--- src/rtl/core/kptl_pkg.sv ---
// Shared types and constants for the kerning pair table loader and lookup.
// Depends on nothing; imported by every module of the block but kptl_pair_ram.
package kptl_pkg;

  // Store capacity and derived widths
  localparam int MAX_PAIRS = 1024;
  localparam int PAIR_AW   = (MAX_PAIRS > 1) ? $clog2(MAX_PAIRS) : 1;
  localparam int PCNT_W    = $clog2(MAX_PAIRS + 1);
  localparam int PAIR_W    = 48;

  // Command kinds
  typedef enum logic [1:0] {
    KIND_RESTART = 2'd0,
    KIND_BYTE    = 2'd1,
    KIND_QUERY   = 2'd2,
    KIND_UNUSED  = 2'd3
  } kptl_kind_t;

  // Load status codes
  localparam logic [1:0] ST_OK          = 2'd0;
  localparam logic [1:0] ST_BAD_VERSION = 2'd1;
  localparam logic [1:0] ST_DROPPED     = 2'd2;
  localparam logic [1:0] ST_INCOMPLETE  = 2'd3;

  // Command payload
  typedef struct packed {
    logic [1:0]  kind;
    logic [7:0]  data_byte;
    logic [15:0] left_glyph;
    logic [15:0] right_glyph;
  } kptl_in_t;

  // Result payload
  typedef struct packed {
    logic signed [15:0] kern_value;
    logic               found;
    logic [1:0]         status;
  } kptl_out_t;

  // One stored pair
  typedef struct packed {
    logic [15:0] left_glyph;
    logic [15:0] right_glyph;
    logic [15:0] value;
  } kptl_pair_t;

  // Store write request from the parser
  typedef struct packed {
    logic               en;
    logic [PAIR_AW-1:0] addr;
    kptl_pair_t         data;
  } kptl_wr_t;

endpackage

--- src/rtl/core/kptl_scan.sv ---
// Query sequencer: reads stored pairs in load order, one per cycle, and
// reports the first match. Uses kptl_pkg; drives the RAM read port.
module kptl_scan
  import kptl_pkg::*;
(
  input  logic               clk,
  input  logic               rst,
  input  logic               go,
  input  logic [15:0]        left_glyph,
  input  logic [15:0]        right_glyph,
  input  logic [PCNT_W-1:0]  count,
  input  logic [1:0]         status_in,
  output logic               rd_en,
  output logic [PAIR_AW-1:0] rd_addr,
  input  kptl_pair_t         rd_data,
  output logic               busy,
  output logic               done,
  output kptl_out_t          result
);

  typedef enum logic {
    S_IDLE,
    S_RUN
  } state_t;

  state_t            state;
  logic [PCNT_W-1:0] idx;
  logic [PCNT_W-1:0] limit;
  logic [15:0]       key_l;
  logic [15:0]       key_r;
  logic [1:0]        status_q;
  logic              pend;
  logic              pend_last;
  logic              hit;

  // Read issue while entries remain
  assign rd_en   = (state == S_RUN) && (idx != limit);
  assign rd_addr = idx[PAIR_AW-1:0];
  assign busy    = (state == S_RUN);
  assign hit     = (rd_data.left_glyph == key_l) && (rd_data.right_glyph == key_r);

  always_ff @(posedge clk) begin
    if (rst) begin
      state <= S_IDLE;
      done  <= 1'b0;
      pend  <= 1'b0;
    end else begin
      done <= 1'b0;
      unique case (state)
        S_IDLE: begin
          pend <= 1'b0;
          if (go) begin
            key_l    <= left_glyph;
            key_r    <= right_glyph;
            status_q <= status_in;
            limit    <= count;
            idx      <= '0;
            if (count == '0) begin
              done              <= 1'b1;
              result.kern_value <= 16'sd0;
              result.found      <= 1'b0;
              result.status     <= status_in;
            end else begin
              state <= S_RUN;
            end
          end
        end
        S_RUN: begin
          pend      <= rd_en;
          pend_last <= (idx == limit - PCNT_W'(1));
          if (rd_en) begin
            idx <= idx + PCNT_W'(1);
          end
          // compare the entry read last cycle
          if (pend && hit) begin
            done              <= 1'b1;
            result.kern_value <= rd_data.value;
            result.found      <= 1'b1;
            result.status     <= status_q;
            state             <= S_IDLE;
          end else if (pend && pend_last) begin
            done              <= 1'b1;
            result.kern_value <= 16'sd0;
            result.found      <= 1'b0;
            result.status     <= status_q;
            state             <= S_IDLE;
          end
        end
        default: begin
          state <= S_IDLE;
        end
      endcase
    end
  end

endmodule

--- config.mk ---
export PLATFORM = sky130hd
export DESIGN_NAME = kptl_scan
export DESIGN_NICKNAME = d
export VERILOG_FILES = /design/src/rtl/core/kptl_pkg.sv /design/src/rtl/core/kptl_scan.sv
export SDC_FILE = /design/constraint.sdc
export NUM_CORES = 1
export LEC_CHECK = 0
export ABC_AREA = 0
export BUFFER_PORTS_ARGS = -buffer_cell sky130_fd_sc_hd__buf_2
export CAP_MARGIN = 20
export CORE_MARGIN = 2
export CORE_UTILIZATION = 54
export DETAILED_ROUTE_END_ITERATION = 7
export HOLD_SLACK_MARGIN = 0.03
export PLACE_DENSITY = 0.95
export RECOVER_POWER = 100
export SLEW_MARGIN = 15
export SYNTH_ARGS = -nofsm -noshare
export SYNTH_HDL_FRONTEND = slang
export SYNTH_SLANG_ARGS = --single-unit
--- constraint.sdc ---
create_clock -name clk -period 4.35 [get_ports clk]
set_input_delay 0.6525 -clock clk [delete_from_list [all_inputs] [get_ports clk]]
set_output_delay 0.6525 -clock clk [all_outputs]
set_load 0.01 [all_outputs]
==> reports/metrics.cfg, run 1 <==
[final_layout]
num_antenna_cells=0
fillers=471
drive_gt1_share_pct=27.20
nets=490
syn2layout_area_growth_pct=21.41

[drt]
viasPerCell=5.259
firstDrtPassIters=8
wl_per_cell_microns=15.71
vias=2493
routed_wl_mm=7.446
drc=4
ant_nets=0
dr.first_iter.drc_count=115

[flow_run]
cap_violations=1

[logic_synthesis]
synth_warnings=0
netlist_area_sq_um=3617
synth_edf_count=76
synth_ff_type=edfxtp_1
syn_inst=266
async_flop_share_pct=0
synth_top_area_share_pct=63.09
synth_seq_area_share_pct=64.75
synth_area_per_cell_sq_um=13.60
synth_top_area_cell=edfxtp_1
ys_types=36
synth_area_leaders=edfxtp_1 63%, xnor2_1 8.2%, xor2_1 5.6%
synth_seq_cells=79
syn_nets=364

[floorplanning]
initial_core_util_pct=56.32
core-area_sq_um=6422
io_pins=128
row_count=29
die-area_sq_um=7369
die_x_microns=85.85
dieHeight_microns=85.85

[clock_tree]
h-tree-depth=3
cts-root-buf=clkbuf_8
post_cts_resized=0
post-cts-setup-buffers=0
clk_pin_slew_ns=0.08
clk_latency_ns=0.34
hold_buffers=0
cts_tree=done
cts_buffers=9
clock_path_buffers=2
cts.sinks=79

[power]
p_leak_nw=1.569
vdd_ir_drop_max_v=0.0003203
power_density_nw_per_um2=365.2

[sta]
fmax_mhz=310.0
hold_slack_ns=0.4876
setup_viol_count_final=0
setup_tns_ns=0
post-route-min-period_ns=3.226
slew_viol_final=12
hold_violations=0
finClkSkew_ns=0.007852
grt_setup_unrepaired=false
period_share_pct=74.15
worst_pin_slew_ns=1.533
relSlewSlack_pct=-3.249

[critical_path]
crit_required_ns=3.70
startpoint=idx[8]
critPathCaptureType=primary output
timing.rr.start=idx[8]
arrival_ns=2.57
worst_setup_path_start_kind=register
cp_max_fo=8
r2r_slack_ns=1.21
crit_type=reg -> out

[worst_hold_path]
hp-class=in -> reg
hp-start=left_glyph[12]

[global_route]
track_usage_pct=20.74
grt.overflow.total=0
grt_max_degree=28
grt_pass1_wl_mm=11.47
antenna_found_initial=0
first_global_vias=2526

[place]
dp_hpwl_mm=5.786
io_buffers=127
gp_congestion=0.9195

[status]
violations=design-rule violations, max-capacitance violations, max-slew violations
status=complete, but fails checks

-- critical path, cell delays in order (launching register included) --
cell	delay (ns)
edfxtp_1	0.52
xor2_1	0.23
nor4_1	0.33
nand4_1	0.14
o41ai_1	0.77
inv_1	0.09
clkbuf_1	0.16
-- registers in the layout (all words and copies together), names as in the netlist --
register and count:
limit 11, pend 1, idx 11, busy 1
key_l 16, pend_last 1, key_r 16, result 19
done 1, status_q 2
-- report_power, final --
group	internal (W)	total [W]	switching, W	leakage (nW)
combinational	0.0000828	0.000171	0.0000884	0.783
sequential	0.000875	0.000909	0.0000338	0.696
clock	0.000265	0.000524	0.000260	0.0891
-- worst paths after layout --
path	end	cells past startpoint
setup / recovery	rd_en	6
hold / removal	key_l[12]	1
setup reg to reg	idx[7]	5
hold reg to reg	result[1]	1
-- final cells by class --
class / instances / area (sq um) / area share, %
clock buffers: 9 / 123.9 / 2.821
clock inverters: 7 / 73.82 / 1.681
inverters: 7 / 26.28 / 0.5983
multi-input cells: 166 / 1131 / 25.75
flip-flops and latches: 79 / 2342 / 53.33
well taps: 77 / 96.34 / 2.194
repair buffers: 129 / 598.1 / 13.62
-- synthesized netlist by cell type (all sizes together) (6+ instances only) --
cell type	n
and2	17
buf	13
edfxtp	76
inv	7
nand2	11
nand3	6
nand4	10
nor2	20
nor3	7
nor4	8
o21ai	7
xnor2	34
xor2	23
-- per-layer routing --
metal	global-route usage (%)	routed length, microns
met1	21.84	2717
met2	38.14	3941
met3	5.967	541
met4	9.380	246
met5	0	0
-- layout by cell type (no fill, tap or decap), types with 3 or more instances in the layout --
cell,Yosys,final
and2_0,0,12
xnor2_1,34,34
clkbuf_1,1,40
clkinvlp_4,0,3
nor4_1,7,7
edfxtp_1,76,76
nor2_1,19,20
inv_1,7,6
nand4_1,10,10
clkbuf_8,0,9
and3_1,3,3
nor3_1,6,6
nand2_1,11,11
o21ai_0,3,7
nand2b_1,3,3
dfxtp_1,3,3
and2_1,17,5
xor2_1,23,23
nand3_1,6,6
buf_2,1,88
-- per-stage QoR --
stage               worst slack, ns  instance area (sq um)  total power [W]  util, %  cells
floorplan                     1.415                   3617         0.001029        -    266
detailed placement            1.705                   4262         0.001102    66.36    458
finish                        1.124                   4392         0.001604    68.38    474
CTS                           1.398                   4459         0.001620    69.43    474
global placement              1.786                   4262         0.001092    66.36    458
global route                  1.009                   4392         0.001661    68.38    474
-- cell families after synthesis --
| family | Yosys count | synth area share [%] |
|---|---|---|
| AOI/OAI and AO/OA | 17 | 3.252 |
| xor gates and xnor gates | 57 | 13.80 |
| adders and majority gates | 2 | 0.6917 |
| buffers and inverters | 21 | 3.563 |
| DFF | 79 | 64.75 |
| muxes | 3 | 0.9339 |
| and+or+nand+nor | 87 | 13.01 |
Note: power is estimated with default switching activity, not from simulation.
==> inputs of run 2 (changes only) <==
- ABC_AREA: 0 -> 1
- CORE_UTILIZATION: 54 -> 52
- PLACE_DENSITY: 0.95 -> 0.91
- clock period: 4.35 -> 3.28 ns (I/O delays scaled with it)
==> run 2 against run 1 <==
The flow now finishes without violations. Clock skew up 0.0069 ns. Synthesized cell count up 77%. Sequential cell count unchanged. Clock-buffer cell count up 2. Critical path type is now reg -> reg.
==> reports/metrics.cfg, run 2 <==
[status]
status=complete, no violations

[logic_synthesis]
synth_seq_area_share_pct=56.32
netlist_area_sq_um=4159
ys_types=29
yosys.area_share.xor_xnor_pct=5.475
syn_nets=569
synth_compound_area_share_pct=2.888
synth_top_area_share_pct=54.87
synth_area_per_cell_sq_um=8.830
synth_fa_ha_area_share_pct=0.6017
syn_inst=471
synth_area_leaders=edfxtp_1 55%, nand2_1 11%, inv_1 8.0%
synth_edf_count=76
async_flop_share_pct=0
synthTopCellsByCount=122 x nand2_1, 89 x inv_1, 76 x edfxtp_1, 68 x nor2_1, 15 x nand3_1
synth_seq_cells=79
synth_warnings=0
yosys-mux-area-fraction_pct=0
synth_top_family_by_area=simple AND/OR/NAND/NOR gates
synth-simple-area-share_pct=24.43
synthMostInstantiatedCell=nand2_1
synth_top_area_cell=edfxtp_1
synth_ff_type=edfxtp_1

[sta]
period_share_pct=81.38
hold_violations=0
slew_viol_final=0
setup_tns_ns=0
finClkSkew_ns=0.01474
grt_setup_unrepaired=false
worst_pin_slew_ns=1.111
post-route-min-period_ns=2.669
setup_viol_count_final=0
final.setup.worst_slack_ns=0.6108
relSlewSlack_pct=25.67
fmax_mhz=374.6

[global_route]
grt.overflow.total=0
met3_usage_pct=4.915
grt_pass1_wl_mm=15.53
use_met1_pct=25.31
busiest_layer=met2
track_usage_pct=23.15
met2_usage_pct=41.73
first_global_vias=3579
antenna_found_initial=1
grt_max_degree=36

[floorplanning]
core-area_sq_um=7727
initial_core_util_pct=53.82
die-area_sq_um=8729
die_x_microns=93.43
row_count=32
io_pins=128
dieHeight_microns=93.43

[place]
io_buffers=127
gp_congestion=0.8547
placed_area_sq_um=4855
dp_cells=689
dp_worst_setup_slack_ns=1.085
dp_hpwl_mm=7.722

[drt]
wl_per_cell_microns=13.90
drc=0
firstDrtPassIters=5
viasPerCell=5.044
dr.first_iter.drc_count=147
routed_wl_mm=9.803
ant_nets=0
vias=3556

[flow_run]
cap_violations=0

[clock_tree]
clk_latency_ns=0.35
clock_path_buffers=2
post-cts-setup-buffers=0
cts-root-buf=clkbuf_8
cts_tree=done
hold_buffers=0
cts_buffers=9
h-tree-depth=3
post_cts_resized=0
cts.sinks=79
clk_pin_slew_ns=0.09

[critical_path]
crit_required_ns=3.25
timing.rr.start=busy
cp_max_fo=35
worst_setup_path_start_kind=register
arrival_ns=2.64
cp_slowest_stage_delay_ns=0.93
cp.buffers_inverters=1
path_cells=nor2_1 -> clkbuf_2
crit_family=simple AND/OR/NAND/NOR gates
crit_type=reg -> reg
critPathCaptureType=register
crit_slowest_cell=nor2_1
startpoint=busy

[worst_hold_path]
hp-class=in -> reg
hp-start=left_glyph[2]

[final_layout]
num_antenna_cells=0
top_register=result
drive_gt1_share_pct=18.41
nets=696
largest_register_ffs=19
largest_registers=result: 19 flops, key_l: 16 flops, key_r: 16 flops
fillers=651
final_cells=705
syn2layout_area_growth_pct=19.74
layout_commonest_cell=nand2_1
final_cell_mix=122 x nand2_1, 89 x inv_1, 84 x buf_2
stdcell_area_sq_um=4980

[power]
p_leak_nw=2.336
power_density_nw_per_um2=462.7
vdd_ir_drop_max_v=0.0002682

==> run 2: cells by family (layout without fill, tap and decap cells) <==
group	after synthesis	in the layout
xor+xnor	26	26
buf+inv	102	234
simple gates	240	240
compound gates	22	22
fa+ha+maj	2	2
flops	79	79
==> run 2: area by class of cell <==
| class | instances | area (sq um) | area share [%] |
|---|---|---|---|
| multi-input combinational | 290 | 1371 | 27.54 |
| tap | 102 | 127.6 | 2.563 |
| clock inverter | 5 | 82.58 | 1.658 |
| inverter | 89 | 334.1 | 6.709 |
| sequential | 79 | 2342 | 47.04 |
| clock buffer | 11 | 131.4 | 2.638 |
| timing repair buffer | 129 | 590.6 | 11.86 |
==> run 2: power breakdown <==
| group | switching, W | internal, W |
|---|---|---|
| clock network | 0.000353 | 0.000431 |
| registers | 0.0000453 | 0.00117 |
| logic | 0.000185 | 0.000118 |
| total | 0.000583 | 0.00172 |
==> run 2: worst register-to-register path: stages, from the launching register on <==
cell and delay, ns:
dfxtp_1 0.50, nor2_1 0.93, clkbuf_2 0.84
==> run 2: worst paths after layout <==
path / end / slack [ns] / cells past startpoint
max: key_r[15] / 0.61 / 2
min: key_l[2] / 0.31 / 1
max reg2reg: key_r[15] / 0.61 / 2
min reg2reg: result[1] / 0.53 / 2
==> run 2: through the flow <==
stage / utilization, % / power (W) / hold slack [ns]
2_1_floorplan: - / 0.001420 / 0.4905
4_1_cts: 65.59 / 0.002329 / 0.2992
3_3_place_gp: 62.82 / 0.001529 / 0.5083
3_5_place_dp: 62.82 / 0.001551 / 0.5238
5_1_grt: 64.44 / 0.002402 / 0.2915
6_report: 64.44 / 0.002304 / 0.3095
==> run 2: layer usage <==
metal	routed length, microns	up-vias
met5	13	-
met4	406	2
met3	584	40
met2	5154	150
met1	3644	1635
li1	-	1729
