$ cat src/rtl/core/kptl_pkg.sv
// Shared types and constants for the kerning pair table loader and lookup.
// Depends on nothing; imported by every module of the block but kptl_pair_ram.
package kptl_pkg;

  // Store capacity and derived widths
  localparam int MAX_PAIRS = 1024;
  localparam int PAIR_AW   = (MAX_PAIRS > 1) ? $clog2(MAX_PAIRS) : 1;
  localparam int PCNT_W    = $clog2(MAX_PAIRS + 1);
  localparam int PAIR_W    = 48;

  // Command kinds
  typedef enum logic [1:0] {
    KIND_RESTART = 2'd0,
    KIND_BYTE    = 2'd1,
    KIND_QUERY   = 2'd2,
    KIND_UNUSED  = 2'd3
  } kptl_kind_t;

  // Load status codes
  localparam logic [1:0] ST_OK          = 2'd0;
  localparam logic [1:0] ST_BAD_VERSION = 2'd1;
  localparam logic [1:0] ST_DROPPED     = 2'd2;
  localparam logic [1:0] ST_INCOMPLETE  = 2'd3;

  // Command payload
  typedef struct packed {
    logic [1:0]  kind;
    logic [7:0]  data_byte;
    logic [15:0] left_glyph;
    logic [15:0] right_glyph;
  } kptl_in_t;

  // Result payload
  typedef struct packed {
    logic signed [15:0] kern_value;
    logic               found;
    logic [1:0]         status;
  } kptl_out_t;

  // One stored pair
  typedef struct packed {
    logic [15:0] left_glyph;
    logic [15:0] right_glyph;
    logic [15:0] value;
  } kptl_pair_t;

  // Store write request from the parser
  typedef struct packed {
    logic               en;
    logic [PAIR_AW-1:0] addr;
    kptl_pair_t         data;
  } kptl_wr_t;

endpackage

$ cat src/rtl/core/kptl_parser.sv
// Byte-stream parser for the kerning table: assembles words, walks headers,
// issues pair writes to the store and keeps the load status. Uses kptl_pkg.
module kptl_parser
  import kptl_pkg::*;
(
  input  logic              clk,
  input  logic              rst,
  input  logic              restart,
  input  logic              byte_en,
  input  logic [7:0]        data_byte,
  output kptl_wr_t          wr,
  output logic [PCNT_W-1:0] pair_count,
  output logic [1:0]        status
);

  typedef enum logic [2:0] {
    PH_MAIN,
    PH_SUB,
    PH_PAIR,
    PH_DONE,
    PH_HALT
  } phase_t;

  phase_t             phase, phase_next;
  logic [2:0]         hw_idx, hw_idx_next;
  logic               held_valid;
  logic [7:0]         held_byte;
  logic [31:0]        partial, partial_next;
  logic [15:0]        sub_left, sub_left_next;
  logic [15:0]        pairs_left, pairs_left_next;
  logic [1:0]         err, err_next;
  logic [PCNT_W-1:0]  pair_count_next;
  logic               active;
  logic               take;
  logic [15:0]        word;
  logic [15:0]        sub_dec;
  logic [15:0]        pairs_dec;

  assign active    = (phase != PH_DONE) && (phase != PH_HALT);
  assign take      = byte_en && active && held_valid;
  assign word      = {held_byte, data_byte};
  assign sub_dec   = sub_left - 16'd1;
  assign pairs_dec = pairs_left - 16'd1;

  // Word handling: header walk and pair assembly
  always_comb begin
    phase_next      = phase;
    hw_idx_next     = hw_idx;
    partial_next    = partial;
    sub_left_next   = sub_left;
    pairs_left_next = pairs_left;
    err_next        = err;
    pair_count_next = pair_count;
    wr.en           = 1'b0;
    wr.addr         = pair_count[PAIR_AW-1:0];
    wr.data         = {partial[31:16], partial[15:0], word};
    if (take) begin
      unique case (phase)
        PH_MAIN: begin
          if (hw_idx == 3'd0) begin
            hw_idx_next = 3'd1;
          end else begin
            sub_left_next = word;
            hw_idx_next   = 3'd0;
            phase_next    = (word == 16'd0) ? PH_DONE : PH_SUB;
          end
        end
        PH_SUB: begin
          // version in word 0, checked when the coverage word arrives
          if (hw_idx == 3'd2 && partial != 32'd0) begin
            err_next   = ST_BAD_VERSION;
            phase_next = PH_HALT;
          end else begin
            if (hw_idx == 3'd0) begin
              partial_next = {16'd0, word};
            end
            if (hw_idx == 3'd3) begin
              pairs_left_next = word;
            end
            if (hw_idx >= 3'd6) begin
              sub_left_next = sub_dec;
              hw_idx_next   = 3'd0;
              partial_next  = 32'd0;
              if (pairs_left != 16'd0) begin
                phase_next = PH_PAIR;
              end else begin
                phase_next = (sub_dec == 16'd0) ? PH_DONE : PH_SUB;
              end
            end else begin
              hw_idx_next = hw_idx + 3'd1;
            end
          end
        end
        PH_PAIR: begin
          if (hw_idx == 3'd0) begin
            partial_next = {word, 16'd0};
            hw_idx_next  = 3'd1;
          end else if (hw_idx == 3'd1) begin
            partial_next = {partial[31:16], word};
            hw_idx_next  = 3'd2;
          end else begin
            if (pair_count < PCNT_W'(MAX_PAIRS)) begin
              wr.en           = 1'b1;
              pair_count_next = pair_count + PCNT_W'(1);
            end else if (err == ST_OK) begin
              err_next = ST_DROPPED;
            end
            partial_next    = 32'd0;
            hw_idx_next     = 3'd0;
            pairs_left_next = pairs_dec;
            if (pairs_dec == 16'd0) begin
              phase_next = (sub_left == 16'd0) ? PH_DONE : PH_SUB;
            end
          end
        end
        default: begin
        end
      endcase
    end
  end

  // State registers; restart clears all but the store
  always_ff @(posedge clk) begin
    if (rst || restart) begin
      phase      <= PH_MAIN;
      hw_idx     <= 3'd0;
      held_valid <= 1'b0;
      held_byte  <= 8'd0;
      partial    <= 32'd0;
      sub_left   <= 16'd0;
      pairs_left <= 16'd0;
      err        <= ST_OK;
      pair_count <= '0;
    end else begin
      if (byte_en && active) begin
        held_valid <= !held_valid;
        if (!held_valid) begin
          held_byte <= data_byte;
        end
      end
      phase      <= phase_next;
      hw_idx     <= hw_idx_next;
      partial    <= partial_next;
      sub_left   <= sub_left_next;
      pairs_left <= pairs_left_next;
      err        <= err_next;
      pair_count <= pair_count_next;
    end
  end

  // Error code wins over an unfinished load
  always_comb begin
    if (err != ST_OK) begin
      status = err;
    end else if (phase != PH_DONE) begin
      status = ST_INCOMPLETE;
    end else begin
      status = ST_OK;
    end
  end

endmodule

$ cat config.mk
export PLATFORM = sky130hd
export DESIGN_NAME = kptl_parser
export DESIGN_NICKNAME = d
export VERILOG_FILES = /design/src/rtl/core/kptl_pkg.sv /design/src/rtl/core/kptl_parser.sv
export SDC_FILE = /design/constraint.sdc
export NUM_CORES = 1
export LEC_CHECK = 0
export ABC_AREA = 1
export BUFFER_PORTS_ARGS = -buffer_cell sky130_fd_sc_hd__buf_2
export CORE_ASPECT_RATIO = 0.75
export CORE_UTILIZATION = 52
export DETAILED_ROUTE_END_ITERATION = 12
export GPL_TIMING_DRIVEN = 0
export MAX_ROUTING_LAYER = met4
export PLACE_DENSITY = 0.77
export SYNTH_ARGS = -nofsm -noshare
export SYNTH_HDL_FRONTEND = slang
export SYNTH_SLANG_ARGS = --single-unit
$ cat constraint.sdc
create_clock -name clk -period 1.8 [get_ports clk]
set_input_delay 0.27 -clock clk [delete_from_list [all_inputs] [get_ports clk]]
set_output_delay 0.27 -clock clk [all_outputs]
set_load 0.02 [all_outputs]
==> results_dict.tcl, run 1 <==
set metrics [dict create \
    ir_worst_vdd_mv 0.496 \
    leakage_nw 3.77 \
    slew_violations 0 \
    postRouteAntennaNets 0 \
    ff2ff_setup_slack_ps -300 \
    fmax_ghz 0.476 \
    avgSynthCellArea_um2 6.74 \
    first_global_vias 5469 \
    yosys_warnings 0 \
    io_pins 84 \
    viasPerCell 6.02 \
    synth_edf_count 0 \
    critical_path_class "register to register" \
    routedWlPerCell_um 19.5 \
    rows 32 \
    cts.hold.buffers_added 0 \
    synth_top_cell_area_share_pct 32.0 \
    r2r-start "partial[4]" \
    hold_viol_final 0 \
    cts_tree "yes" \
    grt_pass1_wl_um 29000 \
    required_ps 2000 \
    postSynthRegisterBits 92 \
    dp_hpwl_um 12300 \
    netlist_area_mm2 0.00575 \
    drc_errors 0 \
    die_h_um 93.1 \
    rsz0062_at_grt "yes" \
    core-area_mm2 0.0105 \
    drt-total-wl_um 22600 \
    drt_pass1_iterations 6 \
    drive_gt1_share_pct 44.3 \
    crit_path_end_kind "register" \
    synthCells 853 \
    power_density_mw_per_mm2 512 \
    syn_nets 876 \
    grt_max_degree 17 \
    clock_sinks 92 \
    cap_violations 0 \
    worst_slew_pin_slew_ps 949 \
    synth_seq_area_share_pct 32.0 \
    startpoint_type "register" \
    crit_arrival_ps 2300 \
    drt_iter0_drc 918 \
    syn_to_final_growth_pct 43.9 \
    clkTransAtPathRegs_ps 80 \
    io_buffers 83 \
    setup_ws_ps -302 \
    h-tree-depth 3 \
    synth_area_leaders "dfxtp_1, nand2_1, inv_1" \
    synth_async_sr_flop_share_pct 0 \
    violations "setup timing" \
    clk_latency_ps 360 \
    nNetsFinal 1042 \
    tns_ps -10070 \
    hold_path_end "sub_left[0]" \
    gp_congestion 0.957 \
    die_width_um 123 \
    slew_headroom_pct 36.7 \
    clock_skew_ps 16.0 \
    die_area_mm2 0.0115 \
    reg2reg_depth 14 \
    synth_top_flop_cell "dfxtp_1" \
    place_ws_ps -450 \
    grt_overflow 0 \
    antenna_found_initial 1 \
    yosysUniqueCellTypes 46 \
    outcome "complete, but fails checks" \
    initial_core_util_pct 54.6 \
    grt_usage_pct 34.1 \
    clk_path_buf_depth 2 \
    post-route-period-util_pct 117 \
    r2r-end "partial[3]" \
    cp_max_fo 8 \
    setup_viol 79 \
    cts_buffers 9 \
    synth_area_leader_cell "dfxtp_1" \
    hold_depth 4 \
    vias 6987 \
    hp-class "primary input to register" \
    fin_crit_ps 2100 \
    clockRootBuffer "clkbuf_16" \
    min_from "rst" \
]
## logic make-up after synthesis
kind of cell,share of synthesized area (%)
compound gates,17.8
xor+xnor,0.610
fa+ha+maj,2.39
buf+inv,13.5
flops,32.0
simple gates,33.7
## worst max path at each step
stage | cells after the start | end | slack, ps | start
detailed placement | 17 | phase[0] | -450 | pairs_left[0]
CTS | 10 | wr[58] | -110 | hw_idx[0]
floorplan | 12 | pairs_left[8] | 10 | hw_idx[1]
finish | 14 | partial[3] | -300 | partial[4]
global placement | 17 | phase[0] | -410 | pairs_left[0]
global route | 14 | partial[3] | -280 | partial[2]
## final cells by class
cell class	count	area (um2)
timing repair buffer	156	1140
sequential	92	1890
tap	136	170
clock buffer	11	233
fill	678	2260
multi-input combinational	600	3950
buffer	50	392
antenna	1	2.50
clock inverter	5	37.5
inverter	110	448
## flip-flops by register name, summed over array words and instances (netlist names)
signal and count:
err 2, pair_count 11, held_valid 1, phase 3, hw_idx 3, sub_left 16, held_byte 8, partial 32
pairs_left 16
## cell usage after synthesis (10+ instances only)
cell,instances
nand2_1,174
inv_1,99
dfxtp_1,92
nor2_1,89
a21oi_1,61
o21ai_0,58
nand3_1,34
nand4_1,29
buf_4,20
nor2_2,20
nand2_2,19
o21ai_1,18
nor3_1,16
clkbuf_1,15
o21ai_2,13
ha_1,11
buf_2,10
## cells in the final DEF (no fill, tap or decap), drive strengths merged, types with 2 or more instances in the layout
| master | Yosys | layout |
|---|---|---|
| inv | 109 | 110 |
| dfxtp | 92 | 92 |
| o21ai | 89 | 89 |
| ha | 11 | 11 |
| nor3 | 18 | 18 |
| buf | 37 | 189 |
| a211oi | 4 | 4 |
| a31oi | 5 | 5 |
| nand3 | 36 | 36 |
| a221oi | 2 | 2 |
| nor4 | 9 | 9 |
| clkinvlp | 0 | 2 |
| clkbuf | 15 | 28 |
| xnor2 | 2 | 2 |
| clkinv | 1 | 3 |
| xor2 | 2 | 2 |
| nor2 | 111 | 111 |
| nand4 | 29 | 29 |
| nand3b | 2 | 2 |
| a21oi | 71 | 71 |
| nand2 | 201 | 202 |
| o21a | 2 | 2 |
## routing by layer
| metal | track usage [%] | vias to the layer above | routed length [um] |
|---|---|---|---|
| met2 | 48.0 | 538 | 9710 |
| met5 | - | - | 0 |
| met1 | 47.4 | 3189 | 8830 |
| met4 | 12.8 | 0 | 1330 |
| li1 | - | 3103 | - |
| met3 | 7.44 | 157 | 2760 |
## through the flow
| step | utilization [%] | cells | total power, mW | cell area, um2 | hold WS, ps |
|---|---|---|---|---|---|
| after CTS | 68.9 | 1127 | 4.15 | 7250 | 252 |
| after detailed placement | 60.2 | 1072 | 2.37 | 6340 | 470 |
| final | 78.5 | 1161 | 4.23 | 8270 | 245 |
| after floorplan | - | 853 | 2.26 | 5760 | 419 |
| after global routing | 78.5 | 1161 | 4.30 | 8270 | 260 |
| after global placement | 60.2 | 1072 | 2.37 | 6340 | 470 |
## critical path, cell delays in order (launching register included)
cell     delay (ps)
dfxtp_2         360
nor2_2          130
nand2_1         100
nor2_2          130
nand2_2          90
o21ai_4         210
inv_2            70
nand2_4          80
nand2_4          70
inv_8            80
buf_6           120
buf_8           140
nand2_8         120
nand2_1         130
a21oi_1         110
## power by group
group | internal, mW | switching, mW | total, mW
logic | 0.109 | 0.241 | 0.349
clock network | 0.944 | 0.883 | 1.83
registers | 2.03 | 0.0261 | 2.06
## what timing repair did
item / in CTS / in global routing
setup endpoints to repair: 78 / 87
pin swaps: 33 / 77
gates cloned: 3 / 6
buffers inserted: 39 / 27
resized for setup: 93 / 200
No activity file was read; power rests on OpenSTA's default activity.
==> inputs of run 2 (changes only) <==
--- a/config.mk
+++ b/config.mk
@@ -7,12 +7,14 @@
 export LEC_CHECK = 0
 export ABC_AREA = 1
 export BUFFER_PORTS_ARGS = -buffer_cell sky130_fd_sc_hd__buf_2
+export CELL_PAD_IN_SITES_DETAIL_PLACEMENT = 1
+export CELL_PAD_IN_SITES_GLOBAL_PLACEMENT = 2
 export CORE_ASPECT_RATIO = 0.75
-export CORE_UTILIZATION = 52
+export CORE_UTILIZATION = 29
 export DETAILED_ROUTE_END_ITERATION = 12
 export GPL_TIMING_DRIVEN = 0
 export MAX_ROUTING_LAYER = met4
-export PLACE_DENSITY = 0.77
+export PLACE_DENSITY_LB_ADDON = 0.1
 export SYNTH_ARGS = -nofsm -noshare
 export SYNTH_HDL_FRONTEND = slang
 export SYNTH_SLANG_ARGS = --single-unit
==> run 2 against run 1 <==
  * The run still ends with setup timing left
  * Cell area rose by 0.73%
  * Sequential cell count did not move
  * Non-clock buffer count fell by 10
  * Critical path type unchanged
  * Critical endpoint is now partial[14]
  * Highest routed layer unchanged
==> results_dict.tcl, run 2 (synthesis results as in run 1) <==
set metrics [dict create \
    rows 44 \
    clock_skew_ps 12.3 \
    post-route-period-util_pct 107 \
    ff2ff_setup_slack_ps -130 \
    clock_sinks 92 \
    nNetsFinal 1032 \
    grt_max_degree 18 \
    fin_crit_ps 1930 \
    violations "setup timing" \
    setup_ws_ps -128 \
    crit_buf_inv 4 \
    top_layer "met4" \
    critical_path_class "register to register" \
    hold_path_end "sub_left[0]" \
    min_from "rst" \
    placed_area_mm2 0.00649 \
    core-area_mm2 0.0194 \
    viasPerCell 4.94 \
    drt_iter0_drc 336 \
    outcome "complete, but fails checks" \
    cts_buffers 9 \
    h-tree-depth 3 \
    worst_slew_pin_slew_ps 855 \
    crit_arrival_ps 2210 \
    grt_usage_pct 24.2 \
    hold_depth 4 \
    crit_path_end_kind "register" \
    wl_met2_um 11000 \
    antenna_found_initial 0 \
    first_global_vias 6228 \
    fmax_ghz 0.519 \
    drc_errors 0 \
    reg_top3 "partial: 32 flops, pairs_left: 16 flops, sub_left: 16 flops" \
    cap_violations 0 \
    cp_max_fo 10 \
    required_ps 2080 \
    largest_reg_flops 32 \
    r2r-start "phase[0]" \
    slowest_delay_ps 400 \
    mostFrequentLayoutCells "nand2_1, buf_2, inv_1, buf_4, dfxtp_1" \
    setup_viol 55 \
    cts_tree "yes" \
    clkTransAtPathRegs_ps 80 \
    regMostFlops "partial" \
    drt-total-wl_um 23900 \
    slew_violations 0 \
    slew_headroom_pct 43.0 \
    route.met3.wl_um 686 \
    io_buffers 83 \
    reg2reg_depth 9 \
    grt_pass1_wl_um 35800 \
    leakage_nw 3.74 \
    met1_length_um 11800 \
    cp.depth 9 \
    syn_to_final_growth_pct 44.9 \
    diodes 0 \
    path_cells "buf_4 > nand2_2 > inv_2 > buf_6 > o21ai_1 > nand2_2 > buf_4 > nand4_1 > a21oi_2" \
    die_h_um 124 \
    cts.hold.buffers_added 0 \
    tns_ps -4070 \
    dp_hpwl_um 17000 \
    hp-class "primary input to register" \
    startpoint_type "register" \
    postRouteAntennaNets 0 \
    rsz0062_at_grt "yes" \
    clk_latency_ps 360 \
    p_total_mw 4.35 \
    die_width_um 165 \
    crit_family "buffers and inverters" \
    clockRootBuffer "clkbuf_16" \
    initial_core_util_pct 29.7 \
    gp_congestion 0.834 \
    drive_gt1_share_pct 45.5 \
    r2r-end "partial[14]" \
    final_common_cell "nand2_1" \
    routedWlPerCell_um 18.9 \
    clk_path_buf_depth 2 \
    io_pins 84 \
    ir_worst_vdd_mv 0.407 \
    grt_overflow 0 \
    cp_slowest_cell "dfxtp_4" \
    final_core_util_pct 43.0 \
    die_area_mm2 0.0204 \
    power_density_mw_per_mm2 522 \
    final_cell_area_mm2 0.00833 \
    vias 6262 \
    hold_viol_final 0 \
    place_ws_ps -546 \
    drt_pass1_iterations 4 \
]
## run 2: cell count changes in the layout (fill, tap and decap cells not counted), moves of 7 or more
cell / delta
buf_6: -10
nor2_1: -14
nor2_2: +11
dfxtp_1: -9
dfxtp_2: +9
a21oi_1: +7
## run 2: worst min-delay path, stage by stage
cell     delay, ps
buf_2           80
nor2_2          80
o21ai_1        100
a31oi_1         40
## run 2: per-layer routing
metal,vias up,track usage (%)
li1,3095,-
met2,109,37.8
met3,28,2.76
met4,0,5.05
met5,-,-
met1,3030,33.6
## run 2: report_power, final
part | switching [mW] | internal [mW]
clock | 0.975 | 0.969
combinational | 0.233 | 0.111
sequential | 0.0314 | 2.03
## run 2: worst max path at each step
stage,from,to,slack [ps]
2_1_floorplan,hw_idx[1],pairs_left[8],10
3_3_place_gp,pairs_left[0],phase[0],-540
3_5_place_dp,pairs_left[1],phase[0],-550
4_1_cts,hw_idx[1],wr[58],-120
5_1_grt,partial[0],partial[14],-240
6_report,phase[0],partial[14],-130
## run 2: per-stage QoR
step	hold slack, ps	instances
floorplan	419	853
global placement	468	1189
detailed placement	474	1189
CTS	275	1240
global route	283	1267
finish	262	1267
## run 2: final cells by class
class	instances	area, um2
inverter	110	450
sequential	92	1900
tap	253	317
buffer	51	427
clock inverter	6	53.8
clock buffer	10	229
multi-input combinational	600	3900
timing repair buffer	145	1050
fill	2411	11000
## run 2: repair_timing
item / 4_1_cts / 5_1_grt
setup endpoints to repair: 82 / 87
resized for setup: 135 / 162
gates cloned: 2 / 5
pin swaps: 29 / 50
setup buffers: 34 / 22
==> inputs of run 3 (changes only) <==
--- a/config.mk
+++ b/config.mk
@@ -10,9 +10,8 @@
 export CELL_PAD_IN_SITES_DETAIL_PLACEMENT = 1
 export CELL_PAD_IN_SITES_GLOBAL_PLACEMENT = 2
 export CORE_ASPECT_RATIO = 0.75
-export CORE_UTILIZATION = 29
+export CORE_UTILIZATION = 34
 export DETAILED_ROUTE_END_ITERATION = 12
-export GPL_TIMING_DRIVEN = 0
 export MAX_ROUTING_LAYER = met4
 export PLACE_DENSITY_LB_ADDON = 0.1
 export SYNTH_ARGS = -nofsm -noshare
==> constraint.sdc (replaced) <==
create_clock -name clk -period 2.45 [get_ports clk]
set_input_delay 0.3675 -clock clk [delete_from_list [all_inputs] [get_ports clk]]
set_output_delay 0.3675 -clock clk [all_outputs]
set_load 0.02 [all_outputs]
==> run 3 against run 2 <==
  * The flow now finishes without violations
  * Register-to-register slack improved by 330 ps
  * Core utilization decreased by 3.3 points
  * Routed wire length decreased by 18%
  * Sequential cell count unchanged
  * Global-route usage decreased by 0.61 points
  * Via count decreased by 9.8%
  * Critical endpoint is now wr[58]
  * Largest power group unchanged
==> results_dict.tcl, run 3 (synthesis results as in run 1) <==
set metrics [dict create \
    outcome "finished clean" \
    dp_hpwl_um 14500 \
    rsz0062_at_grt "no" \
    initial_core_util_pct 35.3 \
    startpoint_type "register" \
    hp-class "primary input to register" \
    reg_top3 "partial: 32 flops, pairs_left: 16 flops, sub_left: 16 flops" \
    drive_gt1_share_pct 22.2 \
    slew_headroom_pct 41.7 \
    switchingPower_mw 0.835 \
    critical_path_class "register to output port" \
    slew_violations 0 \
    clock_skew_ps 9.67 \
    hold_path_end "pair_count[3]" \
    die_width_um 152 \
    nNetsFinal 926 \
    ff2ff_setup_slack_ps 200 \
    cp_max_fo 8 \
    regMostFlops "partial" \
    clockRootBuffer "clkbuf_16" \
    io_buffers 83 \
    crit_arrival_ps 1940 \
    pwr-share-comb_pct 6.0 \
    gp_congestion 0.914 \
    syn_to_final_growth_pct 12.4 \
    setup_viol 0 \
    crit_path_end_kind "output port" \
    grt_max_degree 50 \
    p_int_mw 2.25 \
    drc_errors 0 \
    worst_slew_pin_slew_ps 871 \
    mostFrequentLayoutCells "nand2_1, inv_1, dfxtp_1, nor2_1, buf_2" \
    first_global_vias 5475 \
    clkPwrFrac_pct 44.8 \
    clkTransAtPathRegs_ps 80 \
    postRouteAntennaNets 0 \
    route.met3.wl_um 717 \
    hold_depth 4 \
    cts_buffers 9 \
    final_core_util_pct 39.7 \
    cap_violations 0 \
    cts.hold.buffers_added 0 \
    fin_crit_ps 2310 \
    min_from "rst" \
    vias 5646 \
    drt_iter0_drc 373 \
    tns_ps 0 \
    diodes 0 \
    r2r-end "pairs_left[1]" \
    fill_cells 2124 \
    h-tree-depth 3 \
    swShare_pct 27.0 \
    met1_length_um 10500 \
    leakage_nw 2.99 \
    p_seq_share_pct 49.2 \
    cts_tree "yes" \
    grt_pass1_wl_um 30600 \
    clk_path_buf_depth 2 \
    clock_sinks 92 \
    drt-total-wl_um 19600 \
    hold_viol_final 0 \
    core-area_mm2 0.0163 \
    clk_latency_ps 360 \
    antenna_found_initial 0 \
    rows 40 \
    top_layer "met4" \
    grt_overflow 0 \
    die_h_um 115 \
    routedWlPerCell_um 17.5 \
    io_pins 84 \
    power_density_mw_per_mm2 478 \
    viasPerCell 5.05 \
    reg2reg_depth 11 \
    die_area_mm2 0.0174 \
    required_ps 2080 \
    ir_worst_vdd_mv 0.289 \
    r2r-start "hw_idx[1]" \
    drt_pass1_iterations 4 \
    largest_reg_flops 32 \
    final_common_cell "nand2_1" \
    post-route-period-util_pct 94.2 \
    wl_met2_um 8190 \
    fmax_ghz 0.434 \
    grt_usage_pct 23.6 \
]
==> run 3: layout make-up <==
type	count	area [um2]	area share [%]
clock buffers	9	225	3.49
repair buffers	90	480	7.44
well taps	210	263	4.07
flip-flops and latches	92	1840	28.6
clock inverters	7	55.1	0.852
multi-input cells	600	3170	49.1
inverters	110	423	6.55
==> run 3: layer usage <==
metal	global-route usage [%]	vias to the layer above
li1	-	2861
met1	34.1	2672
met2	34.3	101
met3	3.37	12
met4	5.44	0
met5	-	-
==> run 3: through the flow <==
stage / hold WS (ps) / instance area [um2] / power (mW) / std cells / setup WS, ps
3_3_place_gp: 467 / 6140 / 1.74 / 1101 / 190
4_1_cts: 322 / 6420 / 3.13 / 1117 / 61.8
2_1_floorplan: 449 / 5750 / 1.66 / 853 / 584
6_report: 337 / 6460 / 3.09 / 1118 / 143
5_1_grt: 342 / 6460 / 3.23 / 1118 / 8.02
3_5_place_dp: 479 / 6140 / 1.74 / 1101 / 129
==> run 3: repair_timing <==
| action | 4_1_cts | 5_1_grt |
|---|---|---|
| gates resized for setup | 0 | 9 |
| setup buffers | 0 | 0 |
| setup endpoints to repair | 0 | 35 |
| hold endpoints to repair | 0 | 0 |
==> run 3: worst max path at each step <==
stage	slack [ps]	cells after the start	from	to
finish	140	8	phase[1]	wr[58]
global route	8	13	pairs_left[0]	phase[0]
CTS	60	10	hw_idx[0]	wr[58]
detailed placement	130	12	partial[30]	partial[22]
global placement	190	12	partial[30]	partial[23]
floorplan	580	12	hw_idx[1]	sub_left[14]
==> run 3: power groups by stage <==
stage,Combinational [mW],Sequential (mW),Clock [mW]
3_3_place_gp,0.180,1.55,0
6_report,0.186,1.52,1.38
3_5_place_dp,0.184,1.55,0
2_1_floorplan,0.108,1.55,0
5_1_grt,0.203,1.52,1.50
4_1_cts,0.185,1.52,1.43
==> run 3: worst max-delay path: stages, from the launching register on <==
cell,delay (ps)
dfxtp_1,490
nand2_1,90
nor2_1,270
nor2_2,90
o31ai_2,150
nor2_4,120
nand2_4,150
inv_4,60
buf_2,160
